$ cat config.mk
export PLATFORM = sky130hd
export DESIGN_NAME = ip_literal_validator_top
export DESIGN_NICKNAME = d
export VERILOG_FILES = /design/src/hdl/iplv_pkg.sv /design/src/hdl/ip_literal_validator_top.sv
export VERILOG_INCLUDE_DIRS = /design/src /design/src/hdl
export SDC_FILE = /design/constraint.sdc
export NUM_CORES = 1
export LEC_CHECK = 0
export BUFFER_PORTS_ARGS = -buffer_cell sky130_fd_sc_hd__buf_2
export CORE_ASPECT_RATIO = 0.8
export CORE_MARGIN = 8
export CORE_UTILIZATION = 50
export CTS_CLUSTER_DIAMETER = 50
export DETAILED_ROUTE_END_ITERATION = 10
export PLACE_DENSITY = 0.7
export SYNTH_ARGS = -nofsm -noshare
export SYNTH_HDL_FRONTEND = slang
export SYNTH_SLANG_ARGS = --single-unit
$ cat constraint.sdc
create_clock -name i_clk -period 8.1 [get_ports i_clk]
set_clock_uncertainty 0.15 [all_clocks]
set_input_delay 0 -clock i_clk [delete_from_list [all_inputs] [get_ports i_clk]]
set_output_delay 0 -clock i_clk [all_outputs]
set_load 0.1 [all_outputs]
$ cat src/hdl/assert_macros.svh
// Assertion macros shared by the RTL; clocked on i_clk, disabled during i_rst_n low.
`ifndef ASSERT_MACROS_SVH
`define ASSERT_MACROS_SVH

// Condition must hold on every clock edge outside reset.
`define ASSERT_ALWAYS(label, expr) \
    label: assert property (@(posedge i_clk) disable iff (!i_rst_n) (expr)) \
        else $error("assertion failed: invariant");

// Antecedent implies consequent in the same cycle.
`define ASSERT_IMPLIES(label, ante, cons) \
    label: assert property (@(posedge i_clk) disable iff (!i_rst_n) (ante) |-> (cons)) \
        else $error("assertion failed: same-cycle implication");

// Antecedent implies consequent in the next cycle.
`define ASSERT_NEXT(label, ante, cons) \
    label: assert property (@(posedge i_clk) disable iff (!i_rst_n) (ante) |=> (cons)) \
        else $error("assertion failed: next-cycle implication");

`endif

$ cat src/hdl/iplv_pkg.sv
// Types and constants for the IP literal validator.
`timescale 1ns / 1ps
`default_nettype none

package iplv_pkg;

    typedef enum logic [1:0] {
        KIND_REJECT = 2'd0,
        KIND_IPV4   = 2'd1,
        KIND_IPV6   = 2'd2
    } t_kind;

    localparam logic [15:0] CHAR_DOT    = 16'h002E;
    localparam logic [15:0] CHAR_COLON  = 16'h003A;
    localparam logic [15:0] CHAR_DIG_LO = 16'h0030;
    localparam logic [15:0] CHAR_DIG_HI = 16'h0039;
    localparam logic [15:0] CHAR_LC_LO  = 16'h0061;
    localparam logic [15:0] CHAR_LC_HI  = 16'h0066;
    localparam logic [15:0] CHAR_UC_LO  = 16'h0041;
    localparam logic [15:0] CHAR_UC_HI  = 16'h0046;

    localparam logic [1:0]  QUAD_LAST_GROUP = 2'd3;
    localparam logic [1:0]  QUAD_MAX_DIGITS = 2'd3;
    localparam logic [11:0] OCTET_MAX       = 12'd255;

    localparam logic [3:0]  COLON_MIN = 4'd2;
    localparam logic [3:0]  COLON_MAX = 4'd7;
    localparam logic [3:0]  COLON_SAT = 4'd8;

endpackage

`default_nettype wire

$ cat src/hdl/ip_literal_validator_top.sv
// IP literal validator: streaming dotted-quad and IPv6 checkers with a two-slot result buffer.
`timescale 1ns / 1ps
`default_nettype none

// Channel  | Dir | Handshake          | Payload
// ---------+-----+--------------------+-----------------------------------------
// input    | in  | i_valid / o_stall  | i_code_unit[15:0], i_last, i_empty_string
// result   | out | o_valid / i_stall  | o_accepted, o_address_kind[1:0]
//
// One code unit is taken per cycle while o_stall is low; the checker state
// updates at the accepting edge. The verdict of the last code unit is registered.
// Results sit in an output register backed by a skid slot; o_stall rises only
// while both are full, so a stalled verdict never blocks the next string.
// i_rst_n is synchronous, active low, and clears checker state and both slots.

module ip_literal_validator_top
    import iplv_pkg::*;
(
    input  wire logic        i_clk,
    input  wire logic        i_rst_n,
    // input channel
    input  wire logic        i_valid,
    output logic             o_stall,
    input  wire logic [15:0] i_code_unit,
    input  wire logic        i_last,
    input  wire logic        i_empty_string,
    // result channel
    output logic             o_valid,
    input  wire logic        i_stall,
    output logic             o_accepted,
    output logic [1:0]       o_address_kind
);

`include "assert_macros.svh"

    // ---------------------------------------------------------------------
    // Checker state
    // ---------------------------------------------------------------------
    logic [1:0] r_group_count, n_group_count;
    logic [1:0] r_digit_count, n_digit_count;
    logic [7:0] r_group_value, n_group_value;
    logic       r_quad_failed, n_quad_failed;
    logic [3:0] r_colon_count, n_colon_count;
    logic       r_hex_failed,  n_hex_failed;
    logic       r_saw_colon,   n_saw_colon;

    // Result slots
    logic       r_out_valid,  n_out_valid;
    logic       r_out_ok,     n_out_ok;
    t_kind      r_out_kind,   n_out_kind;
    logic       r_skid_valid, n_skid_valid;
    logic       r_skid_ok,    n_skid_ok;
    t_kind      r_skid_kind,  n_skid_kind;

    logic       take;       // input transaction completes this edge
    logic       out_pop;    // result transaction completes this edge
    logic       res_push;   // new verdict produced this edge
    logic       res_ok;
    t_kind      res_kind;
    logic       is_digit;
    logic       is_hex_alpha;
    logic [11:0] octet_next;

    assign o_stall = r_skid_valid;
    assign take    = i_valid && !o_stall;
    assign out_pop = r_out_valid && !i_stall;
    assign res_push = take && i_last;

    assign o_valid        = r_out_valid;
    assign o_accepted     = r_out_ok;
    assign o_address_kind = r_out_kind;

    // Character classes
    always_comb begin
        is_digit     = i_code_unit inside {[CHAR_DIG_LO:CHAR_DIG_HI]};
        is_hex_alpha = i_code_unit inside {[CHAR_LC_LO:CHAR_LC_HI], [CHAR_UC_LO:CHAR_UC_HI]};
        // group_value * 10 + digit, done as two shifts and adds
        octet_next   = {1'b0, r_group_value, 3'b000} + {3'b000, r_group_value, 1'b0}
                       + {8'd0, i_code_unit[3:0]};
    end

    // ---------------------------------------------------------------------
    // Per-character update of both checkers
    // ---------------------------------------------------------------------
    always_comb begin
        n_group_count = r_group_count;
        n_digit_count = r_digit_count;
        n_group_value = r_group_value;
        n_quad_failed = r_quad_failed;
        n_colon_count = r_colon_count;
        n_hex_failed  = r_hex_failed;
        n_saw_colon   = r_saw_colon;

        if (!i_empty_string) begin
            // dotted-quad checker; frozen once failed
            if (!r_quad_failed) begin
                if (i_code_unit == CHAR_DOT) begin
                    if (r_digit_count == 2'd0 || r_group_count == QUAD_LAST_GROUP) begin
                        n_quad_failed = 1'b1;
                    end else begin
                        n_group_count = r_group_count + 2'd1;
                        n_digit_count = 2'd0;
                        n_group_value = 8'd0;
                    end
                end else if (is_digit) begin
                    if (r_digit_count == QUAD_MAX_DIGITS || octet_next > OCTET_MAX) begin
                        n_quad_failed = 1'b1;
                    end else begin
                        n_digit_count = r_digit_count + 2'd1;
                        n_group_value = octet_next[7:0];
                    end
                end else begin
                    n_quad_failed = 1'b1;
                end
            end

            // IPv6 alphabet and colon count
            if (i_code_unit == CHAR_COLON) begin
                n_saw_colon = 1'b1;
                if (r_colon_count < COLON_SAT) begin
                    n_colon_count = r_colon_count + 4'd1;
                end
            end else if (!(i_code_unit == CHAR_DOT || is_digit || is_hex_alpha)) begin
                n_hex_failed = 1'b1;
            end
        end
    end

    // Verdict from the state after this character
    always_comb begin
        res_ok = 1'b0;
        if (!i_empty_string) begin
            if (n_saw_colon) begin
                res_ok = !n_hex_failed && n_colon_count >= COLON_MIN
                         && n_colon_count <= COLON_MAX;
            end else begin
                res_ok = !n_quad_failed && n_group_count == QUAD_LAST_GROUP
                         && n_digit_count != 2'd0;
            end
        end
        if (!res_ok) begin
            res_kind = KIND_REJECT;
        end else if (n_saw_colon) begin
            res_kind = KIND_IPV6;
        end else begin
            res_kind = KIND_IPV4;
        end
    end

    // ---------------------------------------------------------------------
    // Result buffer: output register plus skid slot
    // ---------------------------------------------------------------------
    always_comb begin
        n_out_valid  = r_out_valid;
        n_out_ok     = r_out_ok;
        n_out_kind   = r_out_kind;
        n_skid_valid = r_skid_valid;
        n_skid_ok    = r_skid_ok;
        n_skid_kind  = r_skid_kind;

        if (!r_out_valid || out_pop) begin
            if (r_skid_valid) begin
                // skid full means input was stalled, so no new verdict this edge
                n_out_valid  = 1'b1;
                n_out_ok     = r_skid_ok;
                n_out_kind   = r_skid_kind;
                n_skid_valid = 1'b0;
            end else if (res_push) begin
                n_out_valid = 1'b1;
                n_out_ok    = res_ok;
                n_out_kind  = res_kind;
            end else begin
                n_out_valid = 1'b0;
            end
        end else if (res_push) begin
            n_skid_valid = 1'b1;
            n_skid_ok    = res_ok;
            n_skid_kind  = res_kind;
        end
    end

    // Control state
    always_ff @(posedge i_clk) begin
        if (!i_rst_n) begin
            r_group_count <= 2'd0;
            r_digit_count <= 2'd0;
            r_group_value <= 8'd0;
            r_quad_failed <= 1'b0;
            r_colon_count <= 4'd0;
            r_hex_failed  <= 1'b0;
            r_saw_colon   <= 1'b0;
            r_out_valid   <= 1'b0;
            r_skid_valid  <= 1'b0;
        end else begin
            if (res_push) begin
                // string closed: start the next one clean
                r_group_count <= 2'd0;
                r_digit_count <= 2'd0;
                r_group_value <= 8'd0;
                r_quad_failed <= 1'b0;
                r_colon_count <= 4'd0;
                r_hex_failed  <= 1'b0;
                r_saw_colon   <= 1'b0;
            end else if (take) begin
                r_group_count <= n_group_count;
                r_digit_count <= n_digit_count;
                r_group_value <= n_group_value;
                r_quad_failed <= n_quad_failed;
                r_colon_count <= n_colon_count;
                r_hex_failed  <= n_hex_failed;
                r_saw_colon   <= n_saw_colon;
            end
            r_out_valid  <= n_out_valid;
            r_skid_valid <= n_skid_valid;
        end
    end

    // Result payload
    always_ff @(posedge i_clk) begin
        r_out_ok    <= n_out_ok;
        r_out_kind  <= n_out_kind;
        r_skid_ok   <= n_skid_ok;
        r_skid_kind <= n_skid_kind;
    end

    // ---------------------------------------------------------------------
    // Assertions
    // ---------------------------------------------------------------------
    `ASSERT_IMPLIES(a_skid_behind_out, r_skid_valid, r_out_valid)
    `ASSERT_IMPLIES(a_verdict_kind_match, r_out_valid,
        r_out_ok == (r_out_kind != KIND_REJECT))
    `ASSERT_ALWAYS(a_colon_saturates, r_colon_count <= COLON_SAT)
    `ASSERT_NEXT(a_state_clears_on_last, take && i_last,
        r_group_count == 2'd0 && r_colon_count == 4'd0 && !r_saw_colon && !r_quad_failed)

endmodule

`default_nettype wire
Word level (Yosys, flattened, before mapping)
Index checks and enable logic that the tools add are counted.

$add $sub $neg: 5. $lt $le $gt $ge: 10. Equal/unequal tests: 7. Muxes and demuxes: 38. Bitwise logic cells: 4. Reductions and logical operators: 30.

Operators by type and width (count): $eq 16x6->1 const B (2); $ge 16x7->1 const B (2); $le 16x7->1 const B (2); $mux 8 (4); $mux 2 (14); $mux 1 (17); $ge 16x6->1 const B (1); $le 16x6->1 const B (1); $add 11x9->12 (1); $add 12x4->12 (1); $gt 12x8->1 const B (1); $mux 4 (3); $logic_and 1x1->1 (10); $reduce_bool 2->1 (4); $eq 2x2->1 const B (3); $reduce_and 6->1 (1); $logic_not 1->1 (5); $logic_or 1x1->1 (5); $add 2x1->2 const B (2); $add 4x1->4 const B (1); $ge 4x2->1 const B (1); $le 4x3->1 const B (1); $lt 4x4->1 const B (1); $ne 2x2->1 const B (2); 4 further kinds (9).

Bits in registers: 27. Bits of input ports: 22. Output and inout bits: 5. Logic and storage cells: 107.

Longest topological paths before layout
Depth in word-level cells: 17. Mapped depth: 12. Gate-level depth less buffers: 11.

Worst setup path after synthesis
Ideal clock, no wire load.

Kind: register to register. Start: register r_group_value[0]. End: register r_skid_ok (data pin). Arrival time: 2.769 ns. Data required time: 7.689 ns. Path slack: 4.920 ns. Cell stages (with the launch flop): 12. Buffers on the path: 0. Cells stage by stage: dfxtp_1 > inv_1 > fa_1 > inv_1 > fa_1 > a211oi_1 > o21ai_0 > xor2_1 > nor4_1 > nand4_1 > o221ai_2 > o21ai_1.

Longest elaborated chain between the ends: 14.

Ends and longest elaborated chain: from (decl) (line ip_literal_validator_top.sv:41) `logic [7:0] r_group_value, n_group_value;`; from (signal assigned) (line ip_literal_validator_top.sv:207) `r_group_value <= n_group_value;`; $add 11x9->12 * (line ip_literal_validator_top.sv:78) `octet_next = {1'b0, r_group_value, 3'b000} + {3'b000, r_group_value, 1'b0}`; $add 12x4->12 * (line ip_literal_validator_top.sv:79) `+ {8'd0, i_code_unit[3:0]};`; $gt 12x8->1 * (line ip_literal_validator_top.sv:106) `if (r_digit_count == QUAD_MAX_DIGITS || octet_next > OCTET_MAX) begin`; $logic_or 1x1->1 * (line ip_literal_validator_top.sv:106); $mux 1 (line ip_literal_validator_top.sv:106); $mux 1 (line ip_literal_validator_top.sv:105) `end else if (is_digit) begin`; $mux 1 (line ip_literal_validator_top.sv:97) `if (i_code_unit == CHAR_DOT) begin`; $mux 1 (line ip_literal_validator_top.sv:96) `if (!r_quad_failed) begin`; $mux 1 (line ip_literal_validator_top.sv:94) `if (!i_empty_string) begin`; $logic_not 1->1 (line ip_literal_validator_top.sv:137) `res_ok = !n_quad_failed && n_group_count == QUAD_LAST_GROUP`; $logic_and 1x1->1 (line ip_literal_validator_top.sv:137); $logic_and 1x1->1 * (line ip_literal_validator_top.sv:138) `&& n_digit_count != 2'd0;`; $mux 1 * (line ip_literal_validator_top.sv:133) `if (n_saw_colon) begin`; $mux 1 * (line ip_literal_validator_top.sv:132) `if (!i_empty_string) begin`; named net res_ok (line ip_literal_validator_top.sv:58) `logic res_ok;`; to (signal assigned) (line ip_literal_validator_top.sv:222) `r_skid_ok <= n_skid_ok;`; to (decl) (line ip_literal_validator_top.sv:52) `logic r_skid_ok, n_skid_ok;`.

Mark *: on every way through the listed nets, which the timed path passes. The rest lies on a longest branch. A chain may end at the register's enable or synchronous reset.

Worst setup path in the final report
Start: register r_group_value[2]. End: register r_group_value[6].

Longest elaborated chain between the ends: 6.

Ends and longest elaborated chain (line): $add 11x9->12 * (ip_literal_validator_top.sv:78); $add 12x4->12 * (ip_literal_validator_top.sv:79); $gt 12x8->1 (ip_literal_validator_top.sv:106); $logic_or 1x1->1 (ip_literal_validator_top.sv:106); $ne 2x2->1 (no line); $reduce_and 6->1 (no line).

Every way passes the cells marked *; elsewhere a longest branch is shown, timed or not. The select of a mux whose other input is x is not followed.

==> impl_metrics.csv <==
group,metric,value,unit
outcome,status,"finished clean",
finish,n_fill_cell,383,
clock_network,clockBufferDepth,2,
place,place_area,2290,sq um
timing,tns,0,ns
drt,remaining_drc_errors,0,
clock_network,post_cts_resized,0,
finish,nets,320,
floorplan,die_w,88.9,um
finish,syn2layout_area_growth,12.2,%
clock_network,postCtsSetupRepairBufs,0,
drt,wl_per_cell,14.2,um
clock_network,cts.clk_slew.worst_paths,0.09,ns
global_route,overflow,0,
synthesis,synthFlopType,"dfxtp_1",
timing,rsz0062_at_grt,"no",
worst_setup_path,critPathKind,"reg -> reg",
timing,timing.final.crit_share,43.8,%
floorplan,ios,27,
synthesis,synth_cells,249,
floorplan,initial_core_util,51.6,%
drt,drtPass1Iterations,4,
synthesis,netlist_top_cells_area,"dfxtp_1, ha_1, edfxtp_1",
timing,timing.slew.headroom,57.4,%
worst_setup_path,r2r_cells,11,
floorplan,core,4130,sq um
floorplan,row_count,21,
finish,drive_above_1_share,16.7,%
clock_network,clock_latency,0.28,ns
worst_hold_path,holdPathEnd,"r_skid_kind[0]",
clock_network,cts.sinks,27,
timing,drv_slew,0,
worst_hold_path,min_from,"i_last",
finish,seq_area,601,sq um
global_route,grt_max_degree,15,
timing,max_freq,282,MHz
timing,setup_viol_count_final,0,
drt,vias,1855,
drt,avgViaCountPerCell,5.57,
place,place_congestion,0.810,
drt,ant_nets,0,
timing,period_minus_slack,3.55,ns
global_route,grt_pass1_wl,8130,um
synthesis,synthTopCellsByCount,"nor2_1, nand2_1, dfxtp_1",
timing,tightest_slew,0.633,ns
global_route,grt.total_usage,15.6,%
floorplan,fp.dieH,74.3,um
clock_network,htree_levels,1,
synthesis,yosysWarnings,0,
worst_setup_path,crit_path_end_kind,"register",
global_route,antenna_found_initial,0,
worst_setup_path,arrival,3.60,ns
drt,drt_iter0_markers,183,
worst_hold_path,hold_class,"in -> reg",
power_and_ir_drop,leakage,1.04,nW
finish,stdcell_area,2390,sq um
clock_network,root_buffer,"clkbuf_8",
synthesis,synth-edff-count,6,
synthesis,synth.most_common_cell,"nor2_1",
clock_network,cts-buffers-inserted,3,
synthesis,yosys.area.top_type,"dfxtp_1",
worst_hold_path,hold_depth,3,
power_and_ir_drop,ir_worst_vdd,0.0804,mV
synthesis,ys_seq_area_share,28.2,%
drt,totalWireLength,4730,um
clock_network,cts_tree,"done",
worst_setup_path,cp-start-kind,"register",
worst_setup_path,crit_required,8.15,ns
worst_setup_path,timing.rr.end,"r_group_value[6]",
synthesis,synth_area_per_cell,8.54,sq um
finish,multi_input_area,1450,sq um
place,portBuffers,26,
synthesis,syn_area,2130,sq um
worst_setup_path,ff2ff_setup_slack,4.55,ns
synthesis,syn-num-nets,292,
power_and_ir_drop,power_density,104,nW/um^2
place,dp_hpwl,3780,um
synthesis,ys_async_sr_fraction,0,%
synthesis,synth_top_area_share,19.8,%
power_and_ir_drop,power.total,0.000249,W
synthesis,synth.distinct_cells,58,
worst_setup_path,reg2reg_from,"r_group_value[2]",
timing,hold_viol,0,
finish,antennaDiodeCount,0,
global_route,grt_pass1_vias,1803,
floorplan,die-area,6610,sq um
worst_setup_path,critPathMaxFanout,8,
run,maxCapViolCount,0,
synthesis,ys_ff_latch,27,
## repair_timing
| item | CTS | global route |
|---|---|---|
| setup endpoints to repair | 0 | 0 |
| hold buffers | 5 | 0 |
| hold endpoints to repair | 6 | 0 |
## worst max path at each step
stage	endpoint	depth (start not counted)	slack (ns)	start
4_1_cts	r_group_value[6]	11	4.56	r_group_value[2]
3_5_place_dp	r_group_value[6]	11	4.59	r_group_value[2]
2_1_floorplan	r_skid_ok	11	4.92	r_group_value[0]
3_3_place_gp	r_group_value[2]	11	4.68	r_group_value[0]
5_1_grt	r_group_value[6]	11	4.34	r_group_value[0]
6_report	r_group_value[6]	11	4.55	r_group_value[2]
## critical path: stages (launching register included)
cell	delay (ns)
dfxtp_1	0.38
inv_1	0.07
fa_1	0.47
inv_1	0.07
fa_1	0.49
a211oi_1	0.25
o21ai_0	0.18
o31a_1	0.33
a2bb2oi_1	0.17
a31oi_1	0.14
nand3b_1	0.48
mux2i_1	0.29
## power breakdown
group          internal [W]  total (W)  switching, W  leakage (nW)
Combinational     0.0000105  0.0000319     0.0000214         0.789
Clock             0.0000353  0.0000775     0.0000422        0.0228
Sequential         0.000139   0.000139   0.000000837         0.228
Total              0.000184   0.000249     0.0000645          1.04
## area by class of cell
type,count,area share [%]
multi-input cells,203,60.7
flip-flops and latches,27,25.2
repair buffers,31,7.55
well taps,57,2.99
clock buffers,4,1.89
inverters,11,1.73
## registers in the layout, summed over array words and instances, names as in the netlist, 2 cells and up
| register | cells |
|---|---|
| r_group_count | 2 |
| o_address_kind | 2 |
| r_skid_kind | 2 |
| r_colon_count | 4 |
| r_digit_count | 2 |
| r_group_value | 8 |
## metrics by stage
stage / utilization (%) / worst slack (ns) / instances / hold WS [ns]
after detailed placement: 55.5 / 4.59 / 324 / 0.143
after global routing: 57.8 / 4.34 / 333 / 0.0382
after global placement: 55.5 / 4.68 / 324 / 0.135
final: 57.8 / 4.55 / 333 / 0.0281
after CTS: 57.8 / 4.56 / 333 / 0.0121
after floorplan: - / 4.92 / 249 / -0.0112
## cell usage in the layout, fill, tap and decap left out, types with 2 or more instances in the layout
cell type | netlist | layout
a31oi_1 | 3 | 3
dfxtp_1 | 21 | 21
o31ai_1 | 3 | 3
and4_1 | 2 | 2
o21a_1 | 2 | 2
edfxtp_1 | 6 | 6
o21ai_1 | 2 | 2
dlygate4sd3_1 | 0 | 5
nand3_1 | 6 | 6
o211ai_1 | 2 | 2
a211oi_1 | 3 | 3
ha_1 | 19 | 19
o21ai_0 | 8 | 8
inv_1 | 11 | 11
nand4b_1 | 3 | 3
mux2i_1 | 10 | 10
o221ai_2 | 2 | 2
xor2_1 | 4 | 4
nor2_1 | 29 | 29
nor3_1 | 7 | 7
and3_1 | 2 | 2
nand2_1 | 28 | 28
xnor2_1 | 4 | 4
buf_2 | 3 | 26
nor4_1 | 4 | 4
nand3b_1 | 2 | 2
nand4_1 | 4 | 4
clkbuf_8 | 0 | 3
fa_1 | 2 | 2
a21oi_1 | 14 | 14
and2_1 | 3 | 3
nor2b_1 | 4 | 4
or3_1 | 4 | 4
a21o_1 | 3 | 3
## cells by family after synthesis
kind of cell,after synthesis,synth area share (%)
adder cells (fa/ha/maj),21,13.1
AND/OR/NAND/NOR,112,29.2
AO/OA/AOI/OAI,52,17.8
XOR/XNOR,8,3.29
multiplexers,10,4.71
flip-flops,27,28.2
buffers and inverters,19,3.71
## routing by layer
metal  GRT usage [%]  share of wire (%)  vias up
li1                -                  -      964
met1            21.5                 51      845
met2            23.2                 43       40
met3            4.08                4.8        6
met4            4.49                1.1        0
met5               0                  0        -
Note: power is estimated with default switching activity, not from simulation.
